$ cat src/sjts_pkg.sv
`default_nettype none

package sjts_pkg;

    localparam int SLOT_W   = 3;
    localparam int REM_W    = 16;
    localparam int TIME_W   = 32;
    localparam int STATUS_W = 2;

    // op codes
    localparam logic OP_ARRIVE = 1'b0;
    localparam logic OP_TICK   = 1'b1;

    // scheduling modes
    localparam logic MODE_SRT = 1'b0;   // preemptive
    localparam logic MODE_SPN = 1'b1;   // non-preemptive

    // result status codes
    localparam logic [STATUS_W-1:0] ST_ACCEPT = 2'd0;
    localparam logic [STATUS_W-1:0] ST_REJECT = 2'd1;
    localparam logic [STATUS_W-1:0] ST_RAN    = 2'd2;
    localparam logic [STATUS_W-1:0] ST_IDLE   = 2'd3;

    typedef struct packed {
        logic [REM_W-1:0]  rem;
        logic [TIME_W-1:0] arr;
    } entry_t;

    typedef struct packed {
        logic [STATUS_W-1:0] status;
        logic [SLOT_W-1:0]   ran_slot;
        logic                finished;
        logic [TIME_W-1:0]   turnaround;
        logic [TIME_W-1:0]   now;
    } result_t;

endpackage

`default_nettype wire

$ cat src/shortest_job_tick_scheduler_unit.sv
// Arrival and tick results are written to the output register, or to the
//   pending register while the output register is occupied.
// Throughput: one transaction at a time; a tick scans the slots (one task-store
//   read per cycle), or reads only the running slot when it is kept.
// Reset (rst_n, async, active low) clears slots' active bits, time, mode and
//   the running task; the task store itself is not cleared.
`default_nettype none

// Shortest-remaining-time / shortest-process-next tick scheduler.
//
// Slot state (remaining time, arrival stamp) sits in a synchronous task store
// with registered read data. Active bits, time counter and the running task
// are flip-flops in the core.
//
// Tick flow: the accept cycle issues the read of slot 0 (or of the running
// slot when it is kept in non-preemptive mode). Each scan cycle compares the
// returned entry with the running best and issues the next read; the cycle
// that compares the last entry also decrements the winner, writes it back and
// forms the result. Ties keep the lower slot since slots are read in order.
// Reads and writes to the store never overlap across transactions: the next
// transaction is accepted only after the write-back edge.
//
// Results land in an output register; a result that finds it occupied waits in
// a pending register and input is stalled until it moves on.
module shortest_job_tick_scheduler_unit
    import sjts_pkg::*;
#(
    parameter int NUM_TASKS = 8
)
(
    input  wire logic                clk,
    input  wire logic                rst_n,
    input  wire logic                cfg_wr_en,
    input  wire logic                cfg_wr_data,
    input  wire logic                in_valid,
    output logic                     in_stall,
    input  wire logic                op,
    input  wire logic [SLOT_W-1:0]   task_slot,
    input  wire logic [REM_W-1:0]    burst,
    output logic                     out_valid,
    input  wire logic                out_stall,
    output logic [STATUS_W-1:0]      status,
    output logic [SLOT_W-1:0]        ran_slot,
    output logic                     finished,
    output logic [TIME_W-1:0]        turnaround,
    output logic [TIME_W-1:0]        now
);

    localparam int IDX_W = $clog2(NUM_TASKS);
    localparam int CNT_W = $clog2(NUM_TASKS + 1);

    // mode register; the user must write it only while idle (not enforced here)
    logic sched_mode_reg;

    always_ff @(posedge clk or negedge rst_n)
    begin
        if (!rst_n)
        begin
            sched_mode_reg <= MODE_SRT;
        end
        else if (cfg_wr_en)
        begin
            sched_mode_reg <= cfg_wr_data;
        end
    end

    logic             rd_en;
    logic [IDX_W-1:0] rd_addr;
    entry_t           rd_data;
    logic             wr_en;
    logic [IDX_W-1:0] wr_addr;
    entry_t           wr_data;
    result_t          out_res;

    sjts_task_mem #(
        .DEPTH  (NUM_TASKS),
        .ADDR_W (IDX_W)
    ) u_mem (
        .clk     (clk),
        .wr_en   (wr_en),
        .wr_addr (wr_addr),
        .wr_data (wr_data),
        .rd_en   (rd_en),
        .rd_addr (rd_addr),
        .rd_data (rd_data)
    );

    sjts_sched_core #(
        .NUM_TASKS (NUM_TASKS),
        .IDX_W     (IDX_W),
        .CNT_W     (CNT_W)
    ) u_core (
        .clk        (clk),
        .rst_n      (rst_n),
        .sched_mode (sched_mode_reg),
        .in_valid   (in_valid),
        .in_stall   (in_stall),
        .op         (op),
        .task_slot  (task_slot),
        .burst      (burst),
        .out_valid  (out_valid),
        .out_stall  (out_stall),
        .out_res    (out_res),
        .rd_en      (rd_en),
        .rd_addr    (rd_addr),
        .rd_data    (rd_data),
        .wr_en      (wr_en),
        .wr_addr    (wr_addr),
        .wr_data    (wr_data)
    );

    // result transaction fields
    assign status     = out_res.status;
    assign ran_slot   = out_res.ran_slot;
    assign finished   = out_res.finished;
    assign turnaround = out_res.turnaround;
    assign now        = out_res.now;

endmodule

`default_nettype wire

$ cat src/sjts_task_mem.sv
`default_nettype none

// Per-slot task store: remaining time and arrival stamp.
// One write port, one read port, registered read data.
module sjts_task_mem
    import sjts_pkg::*;
#(
    parameter int DEPTH  = 8,
    parameter int ADDR_W = 3
)
(
    input  wire logic              clk,
    input  wire logic              wr_en,
    input  wire logic [ADDR_W-1:0] wr_addr,
    input  wire entry_t            wr_data,
    input  wire logic              rd_en,
    input  wire logic [ADDR_W-1:0] rd_addr,
    output entry_t                 rd_data
);

    entry_t mem [DEPTH];
    entry_t rd_data_reg;

    always_ff @(posedge clk)
    begin
        if (wr_en)
        begin
            mem[wr_addr] <= wr_data;
        end
    end

    always_ff @(posedge clk)
    begin
        if (rd_en)
        begin
            rd_data_reg <= mem[rd_addr];
        end
    end

    assign rd_data = rd_data_reg;

endmodule

`default_nettype wire

$ cat src/sjts_sched_core.sv
`default_nettype none

// Sequencer: arrival handling, slot scan over the task store, update and
// result register.
module sjts_sched_core
    import sjts_pkg::*;
#(
    parameter int NUM_TASKS = 8,
    parameter int IDX_W     = 3,
    parameter int CNT_W     = 4
)
(
    input  wire logic               clk,
    input  wire logic               rst_n,
    input  wire logic               sched_mode,
    input  wire logic               in_valid,
    output logic                    in_stall,
    input  wire logic               op,
    input  wire logic [SLOT_W-1:0]  task_slot,
    input  wire logic [REM_W-1:0]   burst,
    output logic                    out_valid,
    input  wire logic               out_stall,
    output result_t                 out_res,
    output logic                    rd_en,
    output logic [IDX_W-1:0]        rd_addr,
    input  wire entry_t             rd_data,
    output logic                    wr_en,
    output logic [IDX_W-1:0]        wr_addr,
    output entry_t                  wr_data
);

    localparam logic [1:0] S_IDLE = 2'd0;
    localparam logic [1:0] S_SCAN = 2'd1;
    localparam logic [1:0] S_PUSH = 2'd2;

    localparam logic [CNT_W-1:0] SCAN_END = CNT_W'(NUM_TASKS);

    logic [1:0]           state_reg, state_next;
    logic [NUM_TASKS-1:0] active_reg, active_next;
    logic [TIME_W-1:0]    clock_reg, clock_next;
    logic [IDX_W-1:0]     run_slot_reg, run_slot_next;
    logic                 run_vld_reg, run_vld_next;
    logic [CNT_W-1:0]     scan_cnt_reg, scan_cnt_next;
    logic                 out_vld_reg, out_vld_next;

    logic [IDX_W-1:0]     cmp_idx_reg, cmp_idx_next;
    logic                 best_vld_reg, best_vld_next;
    logic [IDX_W-1:0]     best_idx_reg, best_idx_next;
    logic [REM_W-1:0]     best_rem_reg, best_rem_next;
    logic [TIME_W-1:0]    best_arr_reg, best_arr_next;
    result_t              pend_reg, pend_next;
    result_t              out_res_reg, out_res_next;

    logic                 out_free;
    logic                 emit;
    result_t              res;
    logic [IDX_W-1:0]     slot_idx;
    logic                 slot_ok;
    logic                 slot_busy;
    logic                 reject;
    logic                 keep;
    logic                 take;
    logic                 pick_vld;
    logic [IDX_W-1:0]     pick_idx;
    logic [REM_W-1:0]     pick_rem;
    logic [TIME_W-1:0]    pick_arr;
    logic [REM_W-1:0]     new_rem;
    logic [TIME_W-1:0]    clock_inc;

    assign out_free  = !out_vld_reg || !out_stall;
    assign slot_idx  = IDX_W'(task_slot);
    assign slot_ok   = (32'(task_slot) < NUM_TASKS);
    assign slot_busy = slot_ok ? active_reg[slot_idx] : 1'b1;
    assign reject    = slot_busy || (burst == '0);
    assign keep      = (sched_mode == MODE_SPN) && run_vld_reg && active_reg[run_slot_reg];

    // compare stage: entry read last cycle against the running best
    assign take     = active_reg[cmp_idx_reg]
                      && (!best_vld_reg || (rd_data.rem < best_rem_reg));
    assign pick_vld = take || best_vld_reg;
    assign pick_idx = take ? cmp_idx_reg : best_idx_reg;
    assign pick_rem = take ? rd_data.rem : best_rem_reg;
    assign pick_arr = take ? rd_data.arr : best_arr_reg;

    assign new_rem   = REM_W'(pick_rem - REM_W'(1));
    assign clock_inc = TIME_W'(clock_reg + TIME_W'(1));

    always_comb
    begin
        state_next    = state_reg;
        active_next   = active_reg;
        clock_next    = clock_reg;
        run_slot_next = run_slot_reg;
        run_vld_next  = run_vld_reg;
        scan_cnt_next = scan_cnt_reg;
        cmp_idx_next  = cmp_idx_reg;
        best_vld_next = best_vld_reg;
        best_idx_next = best_idx_reg;
        best_rem_next = best_rem_reg;
        best_arr_next = best_arr_reg;
        pend_next     = pend_reg;
        out_res_next  = out_res_reg;
        out_vld_next  = out_vld_reg && out_stall;
        rd_en         = 1'b0;
        rd_addr       = '0;
        wr_en         = 1'b0;
        wr_addr       = '0;
        wr_data       = '0;
        emit          = 1'b0;
        res           = '0;

        unique case (state_reg)
            S_IDLE:
            begin
                if (in_valid)
                begin
                    if (op == OP_ARRIVE)
                    begin
                        emit         = 1'b1;
                        res.status   = reject ? ST_REJECT : ST_ACCEPT;
                        res.ran_slot = task_slot;
                        res.now      = clock_reg;
                        if (!reject)
                        begin
                            wr_en                 = 1'b1;
                            wr_addr               = slot_idx;
                            wr_data.rem           = burst;
                            wr_data.arr           = clock_reg;
                            active_next[slot_idx] = 1'b1;
                        end
                    end
                    else
                    begin
                        best_vld_next = 1'b0;
                        state_next    = S_SCAN;
                        rd_en         = 1'b1;
                        if (keep)
                        begin
                            // only the running slot is looked at
                            rd_addr       = run_slot_reg;
                            cmp_idx_next  = run_slot_reg;
                            scan_cnt_next = SCAN_END;
                        end
                        else
                        begin
                            rd_addr       = '0;
                            cmp_idx_next  = '0;
                            scan_cnt_next = CNT_W'(1);
                        end
                    end
                end
            end

            S_SCAN:
            begin
                best_vld_next = pick_vld;
                best_idx_next = pick_idx;
                best_rem_next = pick_rem;
                best_arr_next = pick_arr;
                if (scan_cnt_reg != SCAN_END)
                begin
                    rd_en         = 1'b1;
                    rd_addr       = scan_cnt_reg[IDX_W-1:0];
                    cmp_idx_next  = scan_cnt_reg[IDX_W-1:0];
                    scan_cnt_next = CNT_W'(scan_cnt_reg + CNT_W'(1));
                end
                else
                begin
                    emit       = 1'b1;
                    clock_next = clock_inc;
                    res.now    = clock_inc;
                    if (pick_vld)
                    begin
                        res.status   = ST_RAN;
                        res.ran_slot = SLOT_W'(pick_idx);
                        wr_en        = 1'b1;
                        wr_addr      = pick_idx;
                        wr_data.rem  = new_rem;
                        wr_data.arr  = pick_arr;
                        if (new_rem == '0)
                        begin
                            active_next[pick_idx] = 1'b0;
                            res.finished          = 1'b1;
                            res.turnaround        = TIME_W'(clock_inc - pick_arr);
                            run_vld_next          = 1'b0;
                        end
                        else
                        begin
                            run_slot_next = pick_idx;
                            run_vld_next  = 1'b1;
                        end
                    end
                    else
                    begin
                        res.status   = ST_IDLE;
                        run_vld_next = 1'b0;
                    end
                end
            end

            S_PUSH:
            begin
                if (out_free)
                begin
                    out_res_next = pend_reg;
                    out_vld_next = 1'b1;
                    state_next   = S_IDLE;
                end
            end

            default:
            begin
                state_next = S_IDLE;
            end
        endcase

        // finished result goes straight to the output register when it is free
        if (emit)
        begin
            if (out_free)
            begin
                out_res_next = res;
                out_vld_next = 1'b1;
                state_next   = S_IDLE;
            end
            else
            begin
                pend_next  = res;
                state_next = S_PUSH;
            end
        end
    end

    always_ff @(posedge clk or negedge rst_n)
    begin
        if (!rst_n)
        begin
            state_reg    <= S_IDLE;
            active_reg   <= '0;
            clock_reg    <= '0;
            run_slot_reg <= '0;
            run_vld_reg  <= 1'b0;
            scan_cnt_reg <= '0;
            out_vld_reg  <= 1'b0;
            best_vld_reg <= 1'b0;
        end
        else
        begin
            state_reg    <= state_next;
            active_reg   <= active_next;
            clock_reg    <= clock_next;
            run_slot_reg <= run_slot_next;
            run_vld_reg  <= run_vld_next;
            scan_cnt_reg <= scan_cnt_next;
            out_vld_reg  <= out_vld_next;
            best_vld_reg <= best_vld_next;
        end
    end

    always_ff @(posedge clk)
    begin
        cmp_idx_reg  <= cmp_idx_next;
        best_idx_reg <= best_idx_next;
        best_rem_reg <= best_rem_next;
        best_arr_reg <= best_arr_next;
        pend_reg     <= pend_next;
        out_res_reg  <= out_res_next;
    end

    assign in_stall  = (state_reg != S_IDLE);
    assign out_valid = out_vld_reg;
    assign out_res   = out_res_reg;

`ifndef SYNTHESIS
    a_run_is_active: assert property (@(posedge clk) disable iff (!rst_n)
        run_vld_reg |-> active_reg[run_slot_reg])
        else $error("running slot not active");

    a_best_is_active: assert property (@(posedge clk) disable iff (!rst_n)
        (state_reg == S_SCAN && best_vld_reg) |-> active_reg[best_idx_reg])
        else $error("scan best slot not active");

    a_clock_on_tick: assert property (@(posedge clk) disable iff (!rst_n)
        (clock_reg != $past(clock_reg)) |-> ($past(state_reg) == S_SCAN))
        else $error("time advanced outside tick update");

    a_write_source: assert property (@(posedge clk) disable iff (!rst_n)
        wr_en |-> ((state_reg == S_IDLE && in_valid && op == OP_ARRIVE)
                   || (state_reg == S_SCAN && scan_cnt_reg == SCAN_END)))
        else $error("unexpected task store write");
`endif

endmodule

`default_nettype wire
$ cat config.mk
export PLATFORM = sky130hd
export DESIGN_NAME = shortest_job_tick_scheduler_unit
export DESIGN_NICKNAME = d
export VERILOG_FILES = /design/src/sjts_pkg.sv /design/src/shortest_job_tick_scheduler_unit.sv /design/src/sjts_task_mem.sv /design/src/sjts_sched_core.sv
export SDC_FILE = /design/constraint.sdc
export NUM_CORES = 1
export LEC_CHECK = 0
export BUFFER_PORTS_ARGS = -buffer_cell sky130_fd_sc_hd__buf_2
export CORE_UTILIZATION = 40
export CTS_BUF_LIST = sky130_fd_sc_hd__clkbuf_16
export DETAILED_ROUTE_END_ITERATION = 7
export PLACE_DENSITY = 0.55
export SLEW_MARGIN = 20
export SYNTH_ARGS = -nofsm -noshare
export SYNTH_HDL_FRONTEND = slang
export SYNTH_SLANG_ARGS = --single-unit
$ cat constraint.sdc
create_clock -name clk -period 6.91 [get_ports clk]
set_input_delay 0 -clock clk [delete_from_list [all_inputs] [get_ports clk]]
set_output_delay 0 -clock clk [all_outputs]
set_load 0.1 [all_outputs]
After elaboration in Yosys (flattened, before gate mapping)
Memory sizes are Yosys's and may differ from the RTL's. A register that Yosys moved wholly into a read port is not among the register bits.
Index checks and enable logic that the tools add are counted.
{"block": "classes", "addsub": 4, "n_mul": 0, "div_mod_pow": 0, "order_cmp": 7, "n_eq_ne": 15, "shift": 0, "n_mux": 93, "bitwise": 6, "reduce_logical": 25}
{"cell": "$mux W70", "count": 5}
{"cell": "$mux W48", "count": 5}
{"cell": "$mux W32", "count": 3}
{"cell": "$pmux W48 S2", "count": 1}
{"cell": "$mux W33", "count": 2}
{"cell": "$pmux W32 S2", "count": 1}
{"cell": "$mux W8", "count": 6}
{"cell": "$mux W3", "count": 13}
{"cell": "$mux W36", "count": 1}
{"cell": "$add A32 B1 Y32 const B", "count": 1}
{"cell": "$logic_not A16 Y1", "count": 2}
{"cell": "$sub A32 B32 Y32", "count": 1}
{"cell": "$mux W1", "count": 28}
{"cell": "$pmux W3 S2", "count": 3}
{"cell": "$lt A16 B16 Y1", "count": 1}
{"cell": "$lt A3 B4 Y1 const B", "count": 4}
{"cell": "$mux W16", "count": 1}
{"cell": "$mux W4", "count": 4}
{"cell": "$pmux W8 S2", "count": 1}
{"cell": "$sub A16 B1 Y16 const B", "count": 1}
{"cell": "$reduce_and A4 Y1", "count": 3}
{"cell": "$mux W2", "count": 5}
{"cell": "$mux W5", "count": 2}
{"cell": "$ne A2 B2 Y1 const B", "count": 5}
{"cell": "other kinds (26)", "count": 51}
{"block": "totals", "ff_bits": 247, "latch_bits": 0, "mem_bits_rw": 384, "romBits": 0, "out_inout_bits": 72, "elab_cells": 174, "memories": 1}
{"name": "u_mem.mem", "depth": 8, "word_bits": 48, "rd": 1, "rd_ports_with_merged_regs": 1, "write_ports": 1, "line_no": "sjts_task_mem.sv:21", "text": "entry_t mem [DEPTH];"}

Logic depth before layout (Yosys ltp)
{"block": "depth", "ltp_word": 14, "depth_mapped": 27, "mapped_depth_nobuf": 22}

Cells and area by module
Synthesis repeated with hierarchy kept, for this count alone.
{"block": "unflattened", "hier_cells": 2138, "hier_area_um2": 30606.9}
{"module": "sjts_task_mem", "n_inst": 1, "cells_per_inst": 616, "area_each_um2": 16100.4, "seq_area_each_um2": 12972.4}
{"module": "sjts_sched_core", "n_inst": 1, "cells_per_inst": 1520, "area_each_um2": 14466.4, "seq_area_each_um2": 6426.2}
{"module": "shortest_job_tick_scheduler_unit", "n_inst": 1, "cells_per_inst": 2, "area_each_um2": 40.0, "seq_area_each_um2": 25.0}

Worst setup path after synthesis
OpenSTA, ideal clock, no wires.
{"block": "synth_timing", "kind": "flip-flop to flip-flop", "startpoint": "register u_core.best_rem_reg[7]", "endpoint": "register u_core.pend_reg[56] in the netlist's numbering, data pin", "setup_time_ns": 0.139, "arrival_time_ns": 5.765, "required_time_ns": 6.771, "slack_ns": 1.006, "stages_incl_launch_ff": 28, "n_path_buf": 8, "period_less_slack_ns": 5.904, "cell_sequence": "edfxtp_1 -> inv_1 -> ha_1 -> nand3_1 -> or3_4 -> o32a_2 -> a31oi_1 -> nor2_2 -> clkbuf_1 -> clkbuf_1 -> nand2_1 -> a21boi_0 -> ha_1 -> clkbuf_1 -> nor3b_1 -> and4_1 -> clkbuf_1 -> xnor2_1 -> and3_1 -> and3_1 -> a31oi_1 -> or4_1 -> buf_2 -> or2_1 -> buf_6 -> buf_6 -> buf_2 -> nor2_1"}
{"item": "from (decl)", "line_no": "sjts_sched_core.sv:49", "text": "logic [REM_W-1:0] best_rem_reg, best_rem_next;"}
{"item": "from (signal assigned)", "line_no": "sjts_sched_core.sv:264", "text": "best_rem_reg <= best_rem_next;"}
{"item": "to (signal assigned)", "line_no": "sjts_sched_core.sv:266", "text": "pend_reg <= pend_next;"}
{"item": "to (decl)", "line_no": "sjts_sched_core.sv:51", "text": "result_t pend_reg, pend_next;"}

==> reports/results.ini <==
[clocking]
clock-sinks=679
cts.repair.resized=0
cts_buffers=73
postCtsHoldBufs=16
postCtsSetupBuffers=0
htreeDepth=3
cts_tree=yes
clock_path_buffers=3
insertion_delay_ns=0.63
root_buffer=clkbuf_16
path_clk_slew_ns=0.06

[power]
power.density_nw_per_um2=472
leakage_nw=14.4
total_power_mw=16.7
vdd_drop_max_mv=0.355

[logic_synthesis]
synth_top_area_share_pct=53.3
synthTopCellsByArea=edfxtp_1 53%, nand2_1 7.9%, dfxtp_1 4.5%
netlist_area_sq_um=31300
synth-async-reset-ratio_pct=7.81
synth_edf_count=556
syn_inst=2855
yosys_warnings=0
synth_ff_type=edfxtp_1
avgSynthCellArea_sq_um=11.0
synth_nets=2931
ys_types=81
yosys.area.top_type=edfxtp_1
yosys_register_bits=679
yosysSeqAreaShare_pct=62.0

[critical_path]
slowest_stage=or2_2
worst-path-stages=20
required_ns=7.46
startpoint_type=flop
r2r_slack_ns=0.63
path_delay_family=simple AND/OR/NAND/NOR gates
endpoint_kind=flop
critPathMaxStageDelay_ns=0.57
rr_startpoint=u_mem.rd_data[39]
worst_r2r_endpoint=u_core.out_res[36]
cp_cell_sequence=ha_1 > nand3_1 > or3_4 > o32a_2 > a31oi_1 > nor2_2 > nand2_1 > a21boi_0 > ha_1 > nor3b_1 > and4_1 > nand3_1 > xnor2_1 > o32ai_1 > a31oi_1 > or4_1 > or2_2 > buf_4 > nor2_1 > a21o_1
worstSetupPathType=flop to flop
crit_path_max_fanout=25
r2r_cells=20
crit_end=u_core.out_res[36]
worstSetupStartpoint=u_mem.rd_data[39]
critPathBufInv=1
cp_data_arrival_time_ns=6.83

[routing]
drc=0
dr_total_vias=21800
routed_wl_um=83500
highest_layer=met4
drtIter0Drc=1942
wl_met1_um=40500
wl_met3_um=4900
drt_pass1_iterations=5
wl_per_cell_um=20.8
route.met2.wl_um=36600
viasPerCell=5.44
postRouteAntennaNets=0

[finish]
drive_gt1_share_pct=10.5
largest_reg_flops=384
syn2layout_area_growth_pct=13.3
nets=2985
fillers=7122
multiInputGateArea_sq_um=11000
seq_area_sq_um=19400
finalNonFillerCells=4005

[sta]
max_freq_mhz=159
slew_violations=0
rsz0062_at_grt=false
period_share_pct=90.9
setup_viol=0
skew_ns=0.0286
setup_tns_ns=0
period_needed_ns=6.28
setup_ws_ns=0.630
whs_ns=0.0634
tightestPinTransition_ns=1.17
report.final.hold_viol_count=0
relSlewSlack_pct=21.5

[global_routing]
grt_max_degree=145
grt_pass1_vias=20700
gr-total-overflow=0
grt_pass1_wl_um=125000
antenna_found_initial=0
track_usage_pct=20.8

[floorplan]
die_y_um=282
die_w_um=282
rows=102
dieArea_sq_um=79400
start_util_pct=40.4
core_area_sq_um=77500
ios=98

[hold_path]
min_path_type=input pin to flop

[placed_design]
place_ws_ns=0.641
portBuffers=97
hpwl_um=52300
placedCellCount=3858
gp_congestion=0.889

[flow_run]
max-cap-violations=0

[run_status]
status=finished, final reports clean

worst min-delay path, stage by stage:
cell and delay [ns]:
buf_2 0.10, nand2_1 0.04, o21ai_1 0.26
stage by stage:
stage               utilization, %  cell area (sq um)
global placement              42.5              33000
finish                        45.8              35500
floorplan                        -              31300
global route                  45.8              35500
CTS                           45.8              35500
detailed placement            42.5              33000
routing by layer:
| metal | vias to the layer above | GRT usage (%) |
|---|---|---|
| met2 | 622 | 31.3 |
| met1 | 10800 | 31.5 |
| li1 | 10300 | - |
| met5 | - | 0 |
| met4 | 0 | 5.39 |
| met3 | 95 | 2.47 |
synth_stat cells (10+ instances only):
cell,number
a21o_1,45
a21oi_1,66
a31oi_1,14
and2_1,17
and3_1,18
buf_1,32
clkbuf_1,135
dfrtp_1,53
dfxtp_1,70
edfxtp_1,556
ha_1,50
inv_1,77
mux2_2,16
mux2i_1,104
nand2_1,658
nand3_1,272
nand4_1,19
nor2_1,110
nor2b_1,13
nor3_1,19
nor4_1,17
o21ai_0,207
o21bai_1,10
o22ai_1,14
o31ai_1,16
xnor2_1,61
xor2_1,54
layout make-up:
cell class	instances	share of cell area, %
diodes	1	0.00705
clock buffers	77	5.43
clock inverters	53	1.23
inverters	78	0.825
multi-input cells	1923	31.1
flip-flops and latches	679	54.7
well taps	1040	3.67
repair buffers	154	2.97
power breakdown:
part / internal [mW] / total (mW) / switching (mW)
Sequential: 5.31 / 5.72 / 0.412
Combinational: 2.04 / 7.17 / 5.12
Clock: 2.25 / 3.86 / 1.62
cell usage in the layout, fill, tap and decap left out, drive strengths merged, types with 5 or more instances in the layout:
| master | n |
|---|---|
| nor2 | 122 |
| clkinv | 26 |
| a21oi | 66 |
| and3 | 18 |
| xnor2 | 61 |
| dfxtp | 70 |
| xor2 | 54 |
| o21ai | 211 |
| and2 | 17 |
| mux2i | 104 |
| edfxtp | 556 |
| mux2 | 17 |
| nor4 | 17 |
| nor3 | 21 |
| o21bai | 10 |
| nand2 | 659 |
| o21a | 6 |
| clkbuf | 77 |
| o22ai | 14 |
| inv | 99 |
| nor2b | 13 |
| a21o | 45 |
| or3 | 5 |
| and4 | 8 |
| o31ai | 17 |
| a31oi | 14 |
| nand4 | 19 |
| dlygate4sd3 | 16 |
| nand2b | 8 |
| bufinv | 6 |
| ha | 50 |
| a22o | 8 |
| dfrtp | 53 |
| buf | 138 |
| a41oi | 5 |
| nand3 | 273 |
cells by family after synthesis:
kind of cell,after synthesis,share of synthesized area [%]
and+or+nand+nor,1198,17.0
DFF,679,62.0
AOI/OAI and AO/OA,437,8.59
buffers and inverters,253,3.14
muxes,123,4.09
xor gates and xnor gates,115,3.21
adders and majority gates,50,2.00
worst min path at each step:
| stage | slack (ns) | cells after the start | to | start |
|---|---|---|---|---|
| 2_1_floorplan | -0.30 | 0 | sched_mode_reg | rst_n |
| 3_3_place_gp | 0.20 | 2 | u_core.run_slot_reg[2] | rst_n |
| 3_5_place_dp | 0.20 | 2 | u_core.scan_cnt_reg[3] | rst_n |
| 4_1_cts | 0.06 | 3 | u_mem.mem[3][47] | burst[15] |
| 5_1_grt | 0.04 | 3 | u_mem.mem[2][38] | burst[6] |
| 6_report | 0.06 | 3 | u_mem.mem[3][38] | burst[6] |
Note: power is estimated with default switching activity, not from simulation.
